==> src/sv/cgpc_pkg.sv <==
// Shared types, constants and CRC15 table functions for the cell-group PEC checker.
// No dependencies; every other file in this folder imports it.
`default_nettype none
package cgpc_pkg;

  localparam int MAX_GROUPS = 4;

  localparam logic [15:0] PEC_SEED = 16'h0010;
  localparam logic [15:0] CRC_GEN  = 16'h4599;

  // Byte positions inside one eight-byte register group
  localparam logic [2:0] POS_FIRST    = 3'd0;
  localparam logic [2:0] POS_PEC_HIGH = 3'd6;
  localparam logic [2:0] POS_PEC_LOW  = 3'd7;
  localparam int         DATA_BYTES   = 6;

  // Queue between front and back
  localparam int MID_DEPTH = 4;
  localparam int MID_PTR_W = $clog2(MID_DEPTH);
  localparam int MID_CNT_W = $clog2(MID_DEPTH + 1);

  // Register map
  localparam logic REG_GROUPS_PER_SWEEP = 1'b0;
  localparam logic [2:0] GROUPS_RESET = 3'd4;

  typedef struct packed {
    logic [7:0] rx_byte;
    logic       restart;
  } item_t;

  typedef struct packed {
    logic [1:0]  group_number;
    logic [15:0] cell_code_first;
    logic [15:0] cell_code_second;
    logic [15:0] cell_code_third;
    logic        pec_ok;
    logic        sweep_failed;
    logic        last_group;
  } result_t;

  // A byte after classification by the front end
  typedef struct packed {
    logic [7:0] rx_byte;
    logic [2:0] pos;
    logic [1:0] group;
    logic       last;
    logic       restart;
  } work_t;

  // Table entry, formed bitwise with 16-bit truncating shifts
  function automatic logic [15:0] crc_entry(input logic [7:0] idx);
    logic [15:0] r;
    r = {1'b0, idx, 7'b0};
    for (int b = 0; b < 8; b++) begin
      if (r[14]) begin
        r = {r[14:0], 1'b0} ^ CRC_GEN;
      end else begin
        r = {r[14:0], 1'b0};
      end
    end
    return r;
  endfunction

  function automatic logic [15:0] crc_step(input logic [15:0] crc, input logic [7:0] v);
    logic [7:0] addr;
    addr = crc[14:7] ^ v;
    return {crc[7:0], 8'h00} ^ crc_entry(addr);
  endfunction

endpackage
`default_nettype wire

==> src/sv/cgpc_front.sv <==
// Front end: tracks byte position and group count, tags each accepted byte.
// Depends on cgpc_pkg.
`default_nettype none
module cgpc_front (
  input  wire logic             clk,
  input  wire logic             rst,
  input  wire cgpc_pkg::item_t  item,
  input  wire logic             accept,
  input  wire logic [2:0]       groups_per_sweep,
  output cgpc_pkg::work_t       work
);
  import cgpc_pkg::*;

  logic [2:0] pos;
  logic [1:0] group;
  logic [2:0] pos_eff;
  logic [1:0] group_eff;
  logic [2:0] limit;
  logic [2:0] group_plus;
  logic       last;

  always_comb begin
    pos_eff   = item.restart ? POS_FIRST : pos;
    group_eff = item.restart ? 2'd0 : group;
    if (groups_per_sweep == 3'd0) begin
      limit = 3'd1;
    end else if (groups_per_sweep > 3'(MAX_GROUPS)) begin
      limit = 3'(MAX_GROUPS);
    end else begin
      limit = groups_per_sweep;
    end
    group_plus = {1'b0, group_eff} + 3'd1;
    last       = (group_plus >= limit);
  end

  assign work = '{rx_byte: item.rx_byte, pos: pos_eff, group: group_eff,
                  last: last, restart: item.restart};

  always_ff @(posedge clk) begin
    if (rst) begin
      pos   <= POS_FIRST;
      group <= 2'd0;
    end else if (accept) begin
      pos <= pos_eff + 3'd1;
      if (pos_eff == POS_PEC_LOW) begin
        group <= last ? 2'd0 : group_plus[1:0];
      end else begin
        group <= group_eff;
      end
    end
  end

endmodule
`default_nettype wire

==> src/sv/cgpc_mid_queue.sv <==
// Short first-word-fall-through queue of tagged bytes between front and back.
// Depends on cgpc_pkg.
`default_nettype none
module cgpc_mid_queue (
  input  wire logic             clk,
  input  wire logic             rst,
  input  wire logic             wr_en,
  input  wire cgpc_pkg::work_t  wr_data,
  output logic                  full,
  input  wire logic             rd_en,
  output cgpc_pkg::work_t       rd_data,
  output logic                  valid
);
  import cgpc_pkg::*;

  work_t                slots [MID_DEPTH];
  logic [MID_PTR_W-1:0] wr_ptr;
  logic [MID_PTR_W-1:0] rd_ptr;
  logic [MID_CNT_W-1:0] count;

  assign full    = (count == MID_CNT_W'(MID_DEPTH));
  assign valid   = (count != '0);
  assign rd_data = slots[rd_ptr];

  always_ff @(posedge clk) begin
    if (wr_en) begin
      slots[wr_ptr] <= wr_data;
    end
  end

  always_ff @(posedge clk) begin
    if (rst) begin
      wr_ptr <= '0;
      rd_ptr <= '0;
      count  <= '0;
    end else begin
      if (wr_en) begin
        wr_ptr <= wr_ptr + MID_PTR_W'(1);
      end
      if (rd_en) begin
        rd_ptr <= rd_ptr + MID_PTR_W'(1);
      end
      if (wr_en && !rd_en) begin
        count <= count + MID_CNT_W'(1);
      end else if (rd_en && !wr_en) begin
        count <= count - MID_CNT_W'(1);
      end
    end
  end

endmodule
`default_nettype wire

==> src/sv/cgpc_back.sv <==
// Back end: CRC15 step per data byte, PEC compare, result assembly and a
// two-word result queue. Depends on cgpc_pkg.
`default_nettype none
module cgpc_back (
  input  wire logic             clk,
  input  wire logic             rst,
  input  wire cgpc_pkg::work_t  work,
  input  wire logic             work_valid,
  output logic                  take,
  output cgpc_pkg::result_t     result,
  output logic                  empty,
  input  wire logic             pop
);
  import cgpc_pkg::*;

  logic [15:0] crc;
  logic [7:0]  data_bytes [DATA_BYTES];
  logic [7:0]  pec_high_byte;
  logic        sticky_error;

  result_t     out_slots [2];
  logic        out_head;
  logic [1:0]  out_count;

  logic [15:0] crc_base;
  logic [15:0] calc;
  logic [15:0] recv;
  logic        ok;
  logic        sticky_base;
  logic        sticky_now;
  logic        emit;
  logic        popped;
  logic        out_tail;
  result_t     res_new;

  assign take   = work_valid && (out_count != 2'd2);
  assign emit   = take && (work.pos == POS_PEC_LOW);
  assign empty  = (out_count == 2'd0);
  assign popped = pop && !empty;
  assign result = out_slots[out_head];
  assign out_tail = out_head ^ out_count[0];

  always_comb begin
    crc_base    = (work.pos == POS_FIRST) ? PEC_SEED : crc;
    calc        = {crc[14:0], 1'b0};
    recv        = {pec_high_byte, work.rx_byte};
    ok          = (calc == recv);
    sticky_base = work.restart ? 1'b0 : sticky_error;
    sticky_now  = sticky_base | !ok;
    res_new = '{group_number:     work.group,
                cell_code_first:  {data_bytes[1], data_bytes[0]},
                cell_code_second: {data_bytes[3], data_bytes[2]},
                cell_code_third:  {data_bytes[5], data_bytes[4]},
                pec_ok:           ok,
                sweep_failed:     sticky_now,
                last_group:       work.last};
  end

  // Payload stores
  always_ff @(posedge clk) begin
    if (take && (work.pos < POS_PEC_HIGH)) begin
      data_bytes[work.pos] <= work.rx_byte;
    end
    if (take && (work.pos == POS_PEC_HIGH)) begin
      pec_high_byte <= work.rx_byte;
    end
    if (emit) begin
      out_slots[out_tail] <= res_new;
    end
  end

  always_ff @(posedge clk) begin
    if (rst) begin
      crc          <= PEC_SEED;
      sticky_error <= 1'b0;
      out_head     <= 1'b0;
      out_count    <= 2'd0;
    end else begin
      if (take) begin
        if (work.pos < POS_PEC_HIGH) begin
          crc <= crc_step(crc_base, work.rx_byte);
        end
        if (emit) begin
          sticky_error <= work.last ? 1'b0 : sticky_now;
        end else begin
          sticky_error <= sticky_base;
        end
      end
      if (popped) begin
        out_head <= !out_head;
      end
      if (emit && !popped) begin
        out_count <= out_count + 2'd1;
      end else if (popped && !emit) begin
        out_count <= out_count - 2'd1;
      end
    end
  end

endmodule
`default_nettype wire

==> src/sv/cell_group_pec_checker_top.sv <==
// Cell-group PEC checker: one received byte per cycle, CRC15 over six data bytes.
// Throughput: one byte accepted every cycle while the result queue keeps moving.
// Result path: the eighth byte of a group is queued between front and back when accepted,
// and its word enters the result queue when the back end takes it (held while that queue is full).
// Reset (rst, synchronous): empties both queues, clears position, group count and
// sticky error, seeds the CRC with 16 and sets groups_per_sweep to 4.
`default_nettype none
module cell_group_pec_checker_top (
  input  wire logic               clk,
  input  wire logic               rst,
  // byte side
  input  wire cgpc_pkg::item_t    item,
  input  wire logic               push,
  output logic                    full,
  // result side
  output cgpc_pkg::result_t       result,
  output logic                    empty,
  input  wire logic               pop,
  // configuration port
  input  wire logic               psel,
  input  wire logic               penable,
  input  wire logic               pwrite,
  input  wire logic [2:0]         paddr,
  input  wire logic [31:0]        pwdata,
  output logic [31:0]             prdata,
  output logic                    pready
);
  import cgpc_pkg::*;

  logic [2:0] groups_per_sweep;
  logic       accept;
  work_t      front_work;
  work_t      mid_work;
  logic       mid_full;
  logic       mid_valid;
  logic       back_take;

  // Configuration: one register, groups_per_sweep, at byte addresses 0 to 3 (paddr[2] low).
  assign pready = 1'b1;

  always_ff @(posedge clk) begin
    if (rst) begin
      groups_per_sweep <= GROUPS_RESET;
    end else if (psel && penable && pwrite && (paddr[2] == REG_GROUPS_PER_SWEEP)) begin
      groups_per_sweep <= pwdata[2:0];
    end
  end

  always_comb begin
    prdata = '0;
    if (paddr[2] == REG_GROUPS_PER_SWEEP) begin
      prdata = {29'd0, groups_per_sweep};
    end
  end

  // Accept a byte whenever the queue between front and back has room.
  assign full   = mid_full;
  assign accept = push && !mid_full;

  // Front: tag the byte with its position, group and last-of-sweep mark.
  cgpc_front u_front (
    .clk              (clk),
    .rst              (rst),
    .item             (item),
    .accept           (accept),
    .groups_per_sweep (groups_per_sweep),
    .work             (front_work)
  );

  // Decouple front from back so a stalled result side only backs up the queue.
  cgpc_mid_queue u_mid (
    .clk     (clk),
    .rst     (rst),
    .wr_en   (accept),
    .wr_data (front_work),
    .full    (mid_full),
    .rd_en   (back_take),
    .rd_data (mid_work),
    .valid   (mid_valid)
  );

  // Back: advance the CRC, hold the data bytes, compare on the PEC low byte.
  cgpc_back u_back (
    .clk        (clk),
    .rst        (rst),
    .work       (mid_work),
    .work_valid (mid_valid),
    .take       (back_take),
    .result     (result),
    .empty      (empty),
    .pop        (pop)
  );

  // A failed PEC always shows in the sweep-wide flag of the same word.
  a_fail_sticky: assert property (@(posedge clk) disable iff (rst)
    (!empty && !result.pec_ok) |-> result.sweep_failed)
    else $error("failed group without sweep_failed");

  // The back end taking a PEC low byte must leave a word in the result queue.
  a_emit_word: assert property (@(posedge clk) disable iff (rst)
    (back_take && (mid_work.pos == POS_PEC_LOW)) |=> !empty)
    else $error("group completed but result queue empty");

  // Restart always opens group zero.
  a_restart_group: assert property (@(posedge clk) disable iff (rst)
    (accept && item.restart) |-> (front_work.group == 2'd0 && front_work.pos == POS_FIRST))
    else $error("restart byte not tagged as first byte of group zero");

endmodule
`default_nettype wire

==> config.mk <==
export PLATFORM = sky130hd
export DESIGN_NAME = cell_group_pec_checker_top
export DESIGN_NICKNAME = d
export VERILOG_FILES = /design/src/sv/cgpc_pkg.sv /design/src/sv/cgpc_front.sv /design/src/sv/cgpc_mid_queue.sv /design/src/sv/cgpc_back.sv /design/src/sv/cell_group_pec_checker_top.sv
export SDC_FILE = /design/constraint.sdc
export NUM_CORES = 1
export LEC_CHECK = 0
export BUFFER_PORTS_ARGS = -buffer_cell sky130_fd_sc_hd__buf_2
export CAP_MARGIN = 20
export CORE_ASPECT_RATIO = 1.2
export CORE_MARGIN = 1.5
export CORE_UTILIZATION = 40
export CTS_BUF_LIST = sky130_fd_sc_hd__clkbuf_16
export CTS_CLUSTER_DIAMETER = 30
export CTS_CLUSTER_SIZE = 8
export DETAILED_ROUTE_END_ITERATION = 16
export MAX_ROUTING_LAYER = met4
export PLACE_DENSITY = 0.55
export SLEW_MARGIN = 20
export SYNTH_ARGS = -nofsm -noshare
export SYNTH_HDL_FRONTEND = slang
export SYNTH_SLANG_ARGS = --single-unit
==> constraint.sdc <==
create_clock -name clk -period 5.9 [get_ports clk]
set_input_delay 0.885 -clock clk [delete_from_list [all_inputs] [get_ports clk]]
set_output_delay 0.885 -clock clk [all_outputs]
set_load 0.02 [all_outputs]
==> results.sh, run 1 <==
export IMPL_final_max_slew_viol_count=0
export IMPL_cp_start_kind="flip-flop"
export IMPL_final_common_cell="edfxtp_1"
export IMPL_status="completed"
export IMPL_cts_tree="yes"
export IMPL_min_period_over_period_pct=60.32
export IMPL_cts_resized=0
export IMPL_avgSynthCellArea_um2=16.71
export IMPL_clockBufferDepth=3
export IMPL_utilization_pct=49.25
export IMPL_min_period_ps=3559
export IMPL_clkSlewWorstSetupHoldPaths_ps=50
export IMPL_root_buffer="clkbuf_16"
export IMPL_async_reset_ff_share_pct=0
export IMPL_drtIter0Drc=220
export IMPL_grt_overflow=0
export IMPL_critPathKind="flip-flop to flip-flop"
export IMPL_rsz0062_at_grt="no"
export IMPL_die_y_um=180.0
export IMPL_peakVddDrop_mv=0.2730
export IMPL_hold_buffers=0
export IMPL_endpoint_kind="flip-flop"
export IMPL_grt_pass1_wl_um=30250
export IMPL_ys_seq_elements=259
export IMPL_mostFrequentLayoutCells="edfxtp_1, buf_2, mux2_2, xnor2_1, clkbuf_16"
export IMPL_fillCellCount=2149
export IMPL_power_density_nw_per_um2=582.7
export IMPL_first_pass_iters=4
export IMPL_io_pins=139
export IMPL_drive_gt1_share_pct=30.53
export IMPL_die_x_um=150.5
export IMPL_leakage_uw=0.004496
export IMPL_syn_inst=625
export IMPL_antenna_found_initial=1
export IMPL_start_util_pct=40.89
export IMPL_dr_total_vias=5211
export IMPL_htree_levels=2
export IMPL_setup_tns_ps=0
export IMPL_max_freq_ghz=0.2810
export IMPL_yosysSeqAreaShare_pct=70.92
export IMPL_io_buffer_count=77
export IMPL_final_cells=1091
export IMPL_cts_sinks=259
export IMPL_yosysTopAreaCell="edfxtp_1"
export IMPL_relSlewSlack_pct=32.45
export IMPL_vias_per_cell=4.776
export IMPL_post_layout_total_power_uw=7330
export IMPL_cts_made_buffers=48
export IMPL_synth_area_leaders="edfxtp_1, dfxtp_1, mux2_2"
export IMPL_grt_start_max_net_pins=54
export IMPL_synth_edf_count=222
export IMPL_max_cap_viol_count=0
export IMPL_synth_cell_type_count=45
export IMPL_dp_slack_ps=2300
export IMPL_row_count=64
export IMPL_ant_nets=0
export IMPL_first_global_vias=5618
export IMPL_insertion_delay_ps=540
export IMPL_cts_setup_buffers=0
export IMPL_grt_usage_pct=15.17
export IMPL_wl_um=19150
export IMPL_die_area_um2=27100
export IMPL_fin_nets=794
export IMPL_tightest_slew_ps=1011
export IMPL_clock_skew_ps=16.87
export IMPL_netlist_area_leader_share_pct=63.82
export IMPL_fin_ws_ps=2341
export IMPL_worstPathRequired_ps=6260
export IMPL_syn_area_um2=10450
export IMPL_worstPathArrival_ps=3920
export IMPL_place_hpwl_um=11970
export IMPL_critPathMaxFanout=17
export IMPL_ys_flop_type="edfxtp_1"
export IMPL_gp_congestion=0.7829
export IMPL_fp_coreArea_um2=25540
export IMPL_yosys_warnings=0
export IMPL_drc_errors=0
export IMPL_wl_per_cell_um=17.55
export IMPL_syn_to_final_growth_pct=20.44
export IMPL_hold_viol_final=0
export IMPL_dpl_cell_count=1010
export IMPL_setup_viol_count_final=0
export IMPL_hold_path_class="flip-flop to flip-flop"
-- final timing paths --
path	from	end	slack, ps	cells after the start
setup / recovery	flip-flop	u_back.crc[10]$_SDFFE_PP0P_	2340	7
hold / removal	u_back.data_bytes[1][4]$_DFFE_PP_	u_back.out_slots[0][47]$_DFFE_PP_	440	0
setup reg to reg	flip-flop	u_back.crc[10]$_SDFFE_PP0P_	2340	7
hold reg to reg	u_back.data_bytes[1][4]$_DFFE_PP_	u_back.out_slots[0][47]$_DFFE_PP_	440	0
-- critical path, stage by stage (launching register included) --
cell and delay (ps):
dfxtp_1 780, mux4_2 630, o31ai_2 330, xor2_1 480, xnor2_1 340, xnor3_1 510
xnor2_1 210, a211oi_2 100
-- power breakdown --
| part | total [µW] | leakage (µW) | internal (µW) | switching, µW |
|---|---|---|---|---|
| Clock | 2480 | 0.000763 | 1640 | 843 |
| Combinational | 2360 | 0.00141 | 1030 | 1330 |
| Sequential | 2490 | 0.00232 | 2360 | 135 |
| Total | 7330 | 0.00450 | 5020 | 2310 |
-- state kept, by name, summed over array words and instances (netlist names), 3 cells and up, named ones only --
name and flops:
u_mid.count 3, u_back.crc 15, u_mid.slots 60, u_back.data_bytes 48, u_front.pos 3, groups_per_sweep 3, u_back.pec_high_byte 8, u_back.out_slots 106
-- cells by family after synthesis --
kind of cell | count (synthesis) | synth area share (%)
muxes | 76 | 9.727
adders and majority gates | 13 | 1.629
DFF | 259 | 70.92
AOI/OAI and AO/OA | 39 | 2.803
other | 2 | 0.07190
xor gates and xnor gates | 75 | 7.044
and+or+nand+nor | 95 | 4.253
buffers and inverters | 66 | 3.558
-- layer usage --
layer | global-route usage [%] | share of wire (%) | vias to the layer above
met5 | - | 0 | -
met4 | 5.020 | 2.1 | 0
met3 | 3.671 | 5.1 | 42
li1 | - | - | 2457
met1 | 16.96 | 41 | 2573
met2 | 26.31 | 52 | 139
-- synth_stat cells, types with 2 or more instances --
cell / n
nand4_1: 5
nand2_1: 17
edfxtp_1: 222
o31ai_2: 3
a211oi_1: 9
buf_2: 3
o31ai_1: 5
buf_4: 30
conb_1: 2
buf_1: 2
nor2_1: 43
mux2i_1: 7
nor3_1: 4
and2_1: 4
xnor3_1: 3
inv_1: 10
xnor2_1: 48
a211o_1: 2
nand2b_1: 5
clkbuf_1: 20
dfxtp_1: 37
xor2_2: 2
ha_1: 12
xor2_1: 20
o21ai_0: 4
mux4_2: 15
nor2b_1: 8
a21oi_1: 11
or3_1: 3
mux2_2: 54
-- metrics by stage --
step	cell area (µm²)	hold slack (ps)
floorplan	10550	421.5
global placement	11080	422.4
detailed placement	11080	431.1
CTS	12580	435.1
global route	12580	446.8
finish	12580	440.5
-- area by class of cell --
| class | count | area (µm²) | area share, % |
|---|---|---|---|
| Inverter | 10 | 37.54 | 0.2984 |
| Timing Repair Buffer | 83 | 430.4 | 3.422 |
| Clock buffer | 48 | 1201 | 9.548 |
| Clock inverter | 32 | 296.5 | 2.357 |
| Multi-Input combinational cell | 328 | 2790 | 22.18 |
| Antenna cell | 1 | 2.502 | 0.01989 |
| Tap cell | 330 | 412.9 | 3.282 |
| Sequential cell | 259 | 7408 | 58.89 |
Power figures use the tool's default switching activity.
==> run 2, diff against run 1 <==
--- a/config.mk
+++ b/config.mk
@@ -5,6 +5,7 @@
 export SDC_FILE = /design/constraint.sdc
 export NUM_CORES = 1
 export LEC_CHECK = 0
+export ABC_AREA = 1
 export BUFFER_PORTS_ARGS = -buffer_cell sky130_fd_sc_hd__buf_2
 export CAP_MARGIN = 20
 export CORE_ASPECT_RATIO = 1.2
==> constraint.sdc (replaced) <==
create_clock -name clk -period 3.6 [get_ports clk]
set_input_delay 0.54 -clock clk [delete_from_list [all_inputs] [get_ports clk]]
set_output_delay 0.54 -clock clk [all_outputs]
set_load 0.02 [all_outputs]
==> results.sh, run 2 <==
export IMPL_status="completed"
export IMPL_cts_made_buffers=45
export IMPL_peakVddDrop_mv=0.5653
export IMPL_die_y_um=181.8
export IMPL_fin_ws_ps=531.7
export IMPL_row_count=65
export IMPL_largest_reg_flops=106
export IMPL_setup_viol_count_final=0
export IMPL_p_sw_uw=4744
export IMPL_ant_nets=0
export IMPL_endpoint_kind="flip-flop"
export IMPL_gp_congestion=0.8019
export IMPL_die_area_um2=27630
export IMPL_utilization_pct=48.69
export IMPL_dr_total_vias=6166
export IMPL_fin_nets=994
export IMPL_antenna_found_initial=0
export IMPL_hold_depth=1
export IMPL_wl_um=20660
export IMPL_min_period_over_period_pct=85.23
export IMPL_cts_resized=0
export IMPL_first_pass_iters=4
export IMPL_vias_per_cell=4.791
export IMPL_clock_skew_ps=12.75
export IMPL_drc_errors=0
export IMPL_regMostFlops="u_back.out_slots"
export IMPL_leakage_uw=0.004941
export IMPL_root_buffer="clkbuf_16"
export IMPL_clockBufferDepth=3
export IMPL_netlist_area_leader_share_pct=62.56
export IMPL_synth_cell_type_count=38
export IMPL_fp_coreArea_um2=26270
export IMPL_ys_flop_type="edfxtp_1"
export IMPL_min_period_ps=3068
export IMPL_max_cap_viol_count=0
export IMPL_cts_sinks=259
export IMPL_clkSlewWorstSetupHoldPaths_ps=50
export IMPL_synth_edf_count=222
export IMPL_tightest_slew_ps=1026
export IMPL_worstPathRequired_ps=4000
export IMPL_die_x_um=152.0
export IMPL_grt_start_max_net_pins=54
export IMPL_n_antenna_cell=0
export IMPL_rsz0062_at_grt="no"
export IMPL_insertion_delay_ps=520
export IMPL_relSlewSlack_pct=31.33
export IMPL_syn_inst=806
export IMPL_avgSynthCellArea_um2=13.22
export IMPL_worstPathArrival_ps=3470
export IMPL_drtIter0Drc=342
export IMPL_cts_tree="yes"
export IMPL_fin_hold_ws_ps=241.2
export IMPL_critPathKind="flip-flop to flip-flop"
export IMPL_grt_pass1_wl_um=32620
export IMPL_hold_path_class="input pin to flip-flop"
export IMPL_syn_to_final_growth_pct=20.03
export IMPL_async_reset_ff_share_pct=0
export IMPL_rr_worst_depth=20
export IMPL_syn_area_um2=10660
export IMPL_synth_commonest_cells="edfxtp_1, nand2_1, inv_1"
export IMPL_max_freq_ghz=0.3259
export IMPL_place_hpwl_um=13260
export IMPL_final_cell_area_um2=12790
export IMPL_drive_gt1_share_pct=25.21
export IMPL_p_sw_share_pct=36.66
export IMPL_synth_most_common_cell="edfxtp_1"
export IMPL_mostFrequentLayoutCells="edfxtp_1, nand2_1, buf_2, inv_1, nand3_1"
export IMPL_p_comb_share_pct=37.6
export IMPL_critPathMaxFanout=20
export IMPL_hold_buffers=0
export IMPL_synth_area_leaders="edfxtp_1, dfxtp_1, mux2_2"
export IMPL_first_global_vias=6146
export IMPL_io_pins=139
export IMPL_yosysTopAreaCell="edfxtp_1"
export IMPL_cts_setup_buffers=0
export IMPL_clock_power_share_pct=29.0
export IMPL_hold_viol_final=0
export IMPL_start_util_pct=40.56
export IMPL_grt_usage_pct=15.68
export IMPL_place_area_um2=11440
export IMPL_power_density_nw_per_um2=1012
export IMPL_ys_seq_elements=259
export IMPL_final_max_slew_viol_count=0
export IMPL_final_common_cell="edfxtp_1"
export IMPL_yosysSeqAreaShare_pct=69.52
export IMPL_yosys_warnings=0
export IMPL_seq_power_share_pct=33.3
export IMPL_internal_power_uw=8197
export IMPL_io_buffer_count=77
export IMPL_grt_overflow=0
export IMPL_dp_slack_ps=519.2
export IMPL_reg_top3="u_back.out_slots x106, u_mid.slots x60, u_back.data_bytes x48"
export IMPL_wl_per_cell_um=16.05
export IMPL_cp_start_kind="flip-flop"
export IMPL_htree_levels=2
-- run 2: cell types whose count changed after synthesis, moves of 9 or more --
cell / before / now
o21ai_0: 4 / 31
a21oi_1: 11 / 27
xnor2_1: 48 / 6
a211oi_1: 9 / 0
mux4_2: 15 / 0
nor2_1: 43 / 52
nand2_1: 17 / 118
o211ai_1: 0 / 9
inv_1: 10 / 60
xor2_1: 20 / 29
nand3_1: 1 / 56
-- run 2: layout make-up --
class	instances	area, µm²
fillers	2318	13480
flip-flops and latches	259	7408
multi-input cells	457	2771
clock buffers	46	1151
repair buffers	102	598.1
well taps	335	419.2
inverters	65	244.0
clock inverters	23	197.7
-- run 2: final timing paths --
kind / from / endpoint / slack [ps]
max reg2reg: flip-flop / u_back.crc[7]$_SDFFE_PP0P_ / 530
min reg2reg: u_back.data_bytes[5][1]$_DFFE_PP_ / u_back.out_slots[0][12]$_DFFE_PP_ / 440
min: item[7] / u_mid.slots[2][13]$_DFFE_PP_ / 240
max: flip-flop / u_back.crc[7]$_SDFFE_PP0P_ / 530
-- run 2: power by group through the flow --
stage                     registers, µW  clock network [µW]  logic (µW)
after floorplan                    4260                   0        3650
after global placement             4340                   0        4880
after detailed placement           4370                   0        4920
after CTS                          4320                3840        4950
after global routing               4370                3980        5480
final                              4310                3760        4870
-- run 2: metal layers --
layer / vias up / routed length, µm / track usage (%) / part of all wire (%)
met5: - / 0 / - / 0
met2: 151 / 10090 / 25.77 / 49
met4: 0 / 661 / 6.369 / 3.2
met1: 2967 / 8933 / 18.87 / 43
met3: 46 / 969 / 3.270 / 4.7
li1: 3002 / - / - / -
-- run 2: worst max-delay path: stages (launching register included) --
cell     delay [ps]
dfxtp_1         380
inv_2           270
nand3_1         170
nand2_2         150
nand3_4         250
nand2_1         160
nand2_1          60
nand2_1         170
nand2_1          90
nand2_1         110
nand2_1         110
nand2_2         130
nand2_1          80
nand3_1         140
nand2_2         100
nand2_1         180
nand3_1         140
nand3_1         100
nand3_1          80
nand2_1          60
inv_1            30
-- run 2: cell families after synthesis --
logic type	synth area share, %
other	0.07048
adders and majority gates	1.597
xor gates and xnor gates	3.487
AOI/OAI and AO/OA	3.805
buffers and inverters	5.601
and+or+nand+nor	10.32
DFF	69.52
muxes	5.601
-- run 2: through the flow --
| stage | power, µW | setup TNS, ps | std cells |
|---|---|---|---|
| after floorplan | 7912 | -27600 | 834 |
| after global placement | 9227 | 0 | 1218 |
| after detailed placement | 9285 | 0 | 1218 |
| after CTS | 13110 | 0 | 1287 |
| after global routing | 13830 | 0 | 1287 |
| final | 12940 | 0 | 1287 |
==> run 3, diff against run 2 <==
--- a/config.mk
+++ b/config.mk
@@ -16,7 +16,6 @@
 export CTS_CLUSTER_SIZE = 8
 export DETAILED_ROUTE_END_ITERATION = 16
 export MAX_ROUTING_LAYER = met4
-export PLACE_DENSITY = 0.55
 export SLEW_MARGIN = 20
 export SYNTH_ARGS = -nofsm -noshare
 export SYNTH_HDL_FRONTEND = slang
==> constraint.sdc (replaced) <==
create_clock -name clk -period 3.5 [get_ports clk]
set_input_delay 0.525 -clock clk [delete_from_list [all_inputs] [get_ports clk]]
set_output_delay 0.525 -clock clk [all_outputs]
set_load 0.02 [all_outputs]
==> results.sh, run 3 (same netlist as run 2, synthesis figures left out) <==
export IMPL_status="completed"
export IMPL_peakVddDrop_mv=0.4828
export IMPL_leakage_uw=0.005028
export IMPL_fin_nets=1001
export IMPL_drc_errors=0
export IMPL_io_pins=139
export IMPL_regMostFlops="u_back.out_slots"
export IMPL_ant_nets=0
export IMPL_p_comb_share_pct=38.1
export IMPL_clockBufferDepth=3
export IMPL_first_global_vias=6127
export IMPL_clkSlewWorstSetupHoldPaths_ps=50
export IMPL_fillCellCount=2270
export IMPL_final_cell_area_um2=12930
export IMPL_hold_depth=3
export IMPL_vias_per_cell=4.749
export IMPL_rr_worst_depth=20
export IMPL_hold_path_class="input pin to flip-flop"
export IMPL_reg_top3="u_back.out_slots x106, u_mid.slots x60, u_back.data_bytes x48"
export IMPL_gp_congestion=0.8153
export IMPL_grt_overflow=0
export IMPL_endpoint_kind="flip-flop"
export IMPL_cts_made_buffers=45
export IMPL_utilization_pct=49.23
export IMPL_rsz0062_at_grt="no"
export IMPL_fin_hold_ws_ps=208.7
export IMPL_mostFrequentLayoutCells="edfxtp_1, nand2_1, buf_2, inv_1, nand3_1"
export IMPL_p_sw_share_pct=36.62
export IMPL_hold_viol_final=0
export IMPL_wl_um=20740
export IMPL_grt_usage_pct=15.50
export IMPL_power_density_nw_per_um2=1049
export IMPL_path_common_cell="nand2_1"
export IMPL_hold_buffers=0
export IMPL_grt_pass1_wl_um=32310
export IMPL_max_stage_delay_ps=330
export IMPL_worstPathRequired_ps=3910
export IMPL_dr_total_vias=6188
export IMPL_clock_power_share_pct=29.1
export IMPL_worst_path_buf_inv=2
export IMPL_dpl_cell_count=1225
export IMPL_max_freq_ghz=0.3396
export IMPL_htree_levels=2
export IMPL_die_y_um=181.8
export IMPL_cpMaxStageDelayCell="dfxtp_1"
export IMPL_cts_tree="yes"
export IMPL_row_count=65
export IMPL_fp_coreArea_um2=26270
export IMPL_io_buffer_count=77
export IMPL_final_common_cell="edfxtp_1"
export IMPL_critPathKind="flip-flop to flip-flop"
export IMPL_critPathMaxFanout=31
export IMPL_relSlewSlack_pct=45.46
export IMPL_place_hpwl_um=13490
export IMPL_antenna_found_initial=0
export IMPL_p_sw_uw=4967
export IMPL_place_area_um2=11530
export IMPL_drive_gt1_share_pct=25.41
export IMPL_grt_start_max_net_pins=32
export IMPL_insertion_delay_ps=530
export IMPL_first_pass_iters=5
export IMPL_start_util_pct=40.56
export IMPL_tightest_slew_ps=815.5
export IMPL_largest_reg_flops=106
export IMPL_setup_tns_ps=0
export IMPL_wl_per_cell_um=15.91
export IMPL_min_period_over_period_pct=84.13
export IMPL_setup_viol_count_final=0
export IMPL_cts_sinks=259
export IMPL_drtIter0Drc=288
export IMPL_max_cap_viol_count=0
export IMPL_final_max_slew_viol_count=0
export IMPL_final_cells=1303
export IMPL_crit_chain="buf_4 > nand2_1 > nand3_1 > nand2_2 > nand3_4 > nand2_1 > nand2_1 > nand2_1 > nand2_1 > nand2_1 > nand2_1 > nand3_1 > nand3_1 > nand2_2 > nand2_1 > nand3_1 > nand3_1 > nand3_1 > nand2_1 > inv_1"
export IMPL_cp_start_kind="flip-flop"
export IMPL_worst_path_stages=20
export IMPL_internal_power_uw=8595
export IMPL_die_x_um=152.0
export IMPL_worstPathArrival_ps=3360
export IMPL_cts_resized=0
export IMPL_syn_to_final_growth_pct=21.36
export IMPL_die_area_um2=27630
export IMPL_clock_skew_ps=19.26
export IMPL_min_period_ps=2944
export IMPL_root_buffer="clkbuf_16"
export IMPL_crit_family="simple AND/OR/NAND/NOR gates"
export IMPL_seq_power_share_pct=32.8
export IMPL_n_antenna_cell=0
export IMPL_cts_setup_buffers=0
run 3: final cells by class:
class	instances	area (µm²)	share of cell area, %
flip-flops and latches	259	7408	57.29
multi-input cells	457	2771	21.43
clock buffers	46	1151	8.902
repair buffers	109	688.2	5.322
well taps	335	419.2	3.241
clock inverters	32	249.0	1.925
inverters	65	244.0	1.887
run 3: worst register-to-register path, stage by stage (launching register included):
cell and delay, ps:
dfxtp_1 330, buf_4 320, nand2_1 90, nand3_1 130
nand2_2 110, nand3_4 240, nand2_1 120, nand2_1 70
nand2_1 120, nand2_1 100, nand2_1 100, nand2_1 140
nand3_1 90, nand3_1 160, nand2_2 100, nand2_1 170
nand3_1 150, nand3_1 100, nand3_1 80, nand2_1 70
inv_1 30
run 3: routing by layer:
layer,GRT usage [%],vias to the layer above,wire length (µm)
li1,-,3034,-
met1,18.22,2947,8743
met2,25.52,166,10290
met3,2.983,41,952
met4,7.728,0,754
met5,-,-,0
run 3: final timing paths:
kind / start / endpoint / slack (ps)
hold / removal: pwdata[2] / groups_per_sweep[2]$_SDFFE_PP1P_ / 210
hold reg to reg: u_back.data_bytes[3][4]$_DFFE_PP_ / u_back.out_slots[0][31]$_DFFE_PP_ / 440
setup / recovery: flip-flop / u_back.crc[7]$_SDFFE_PP0P_ / 560
setup reg to reg: flip-flop / u_back.crc[7]$_SDFFE_PP0P_ / 560
run 3: power by group through the flow:
stage | clock network, µW | registers [µW] | logic (µW)
6_report | 3940 | 4450 | 5170
5_1_grt | 4160 | 4500 | 5790
4_1_cts | 4010 | 4460 | 5220
3_5_place_dp | 0 | 4510 | 5190
3_3_place_gp | 0 | 4480 | 5140
2_1_floorplan | 0 | 4380 | 3750
run 3: stage by stage:
step	power, µW	setup slack, ps
final	13560	555.5
after global routing	14460	202.8
after detailed placement	9702	561.9
after global placement	9613	582.5
after floorplan	8138	-360.3
after CTS	13690	538.6
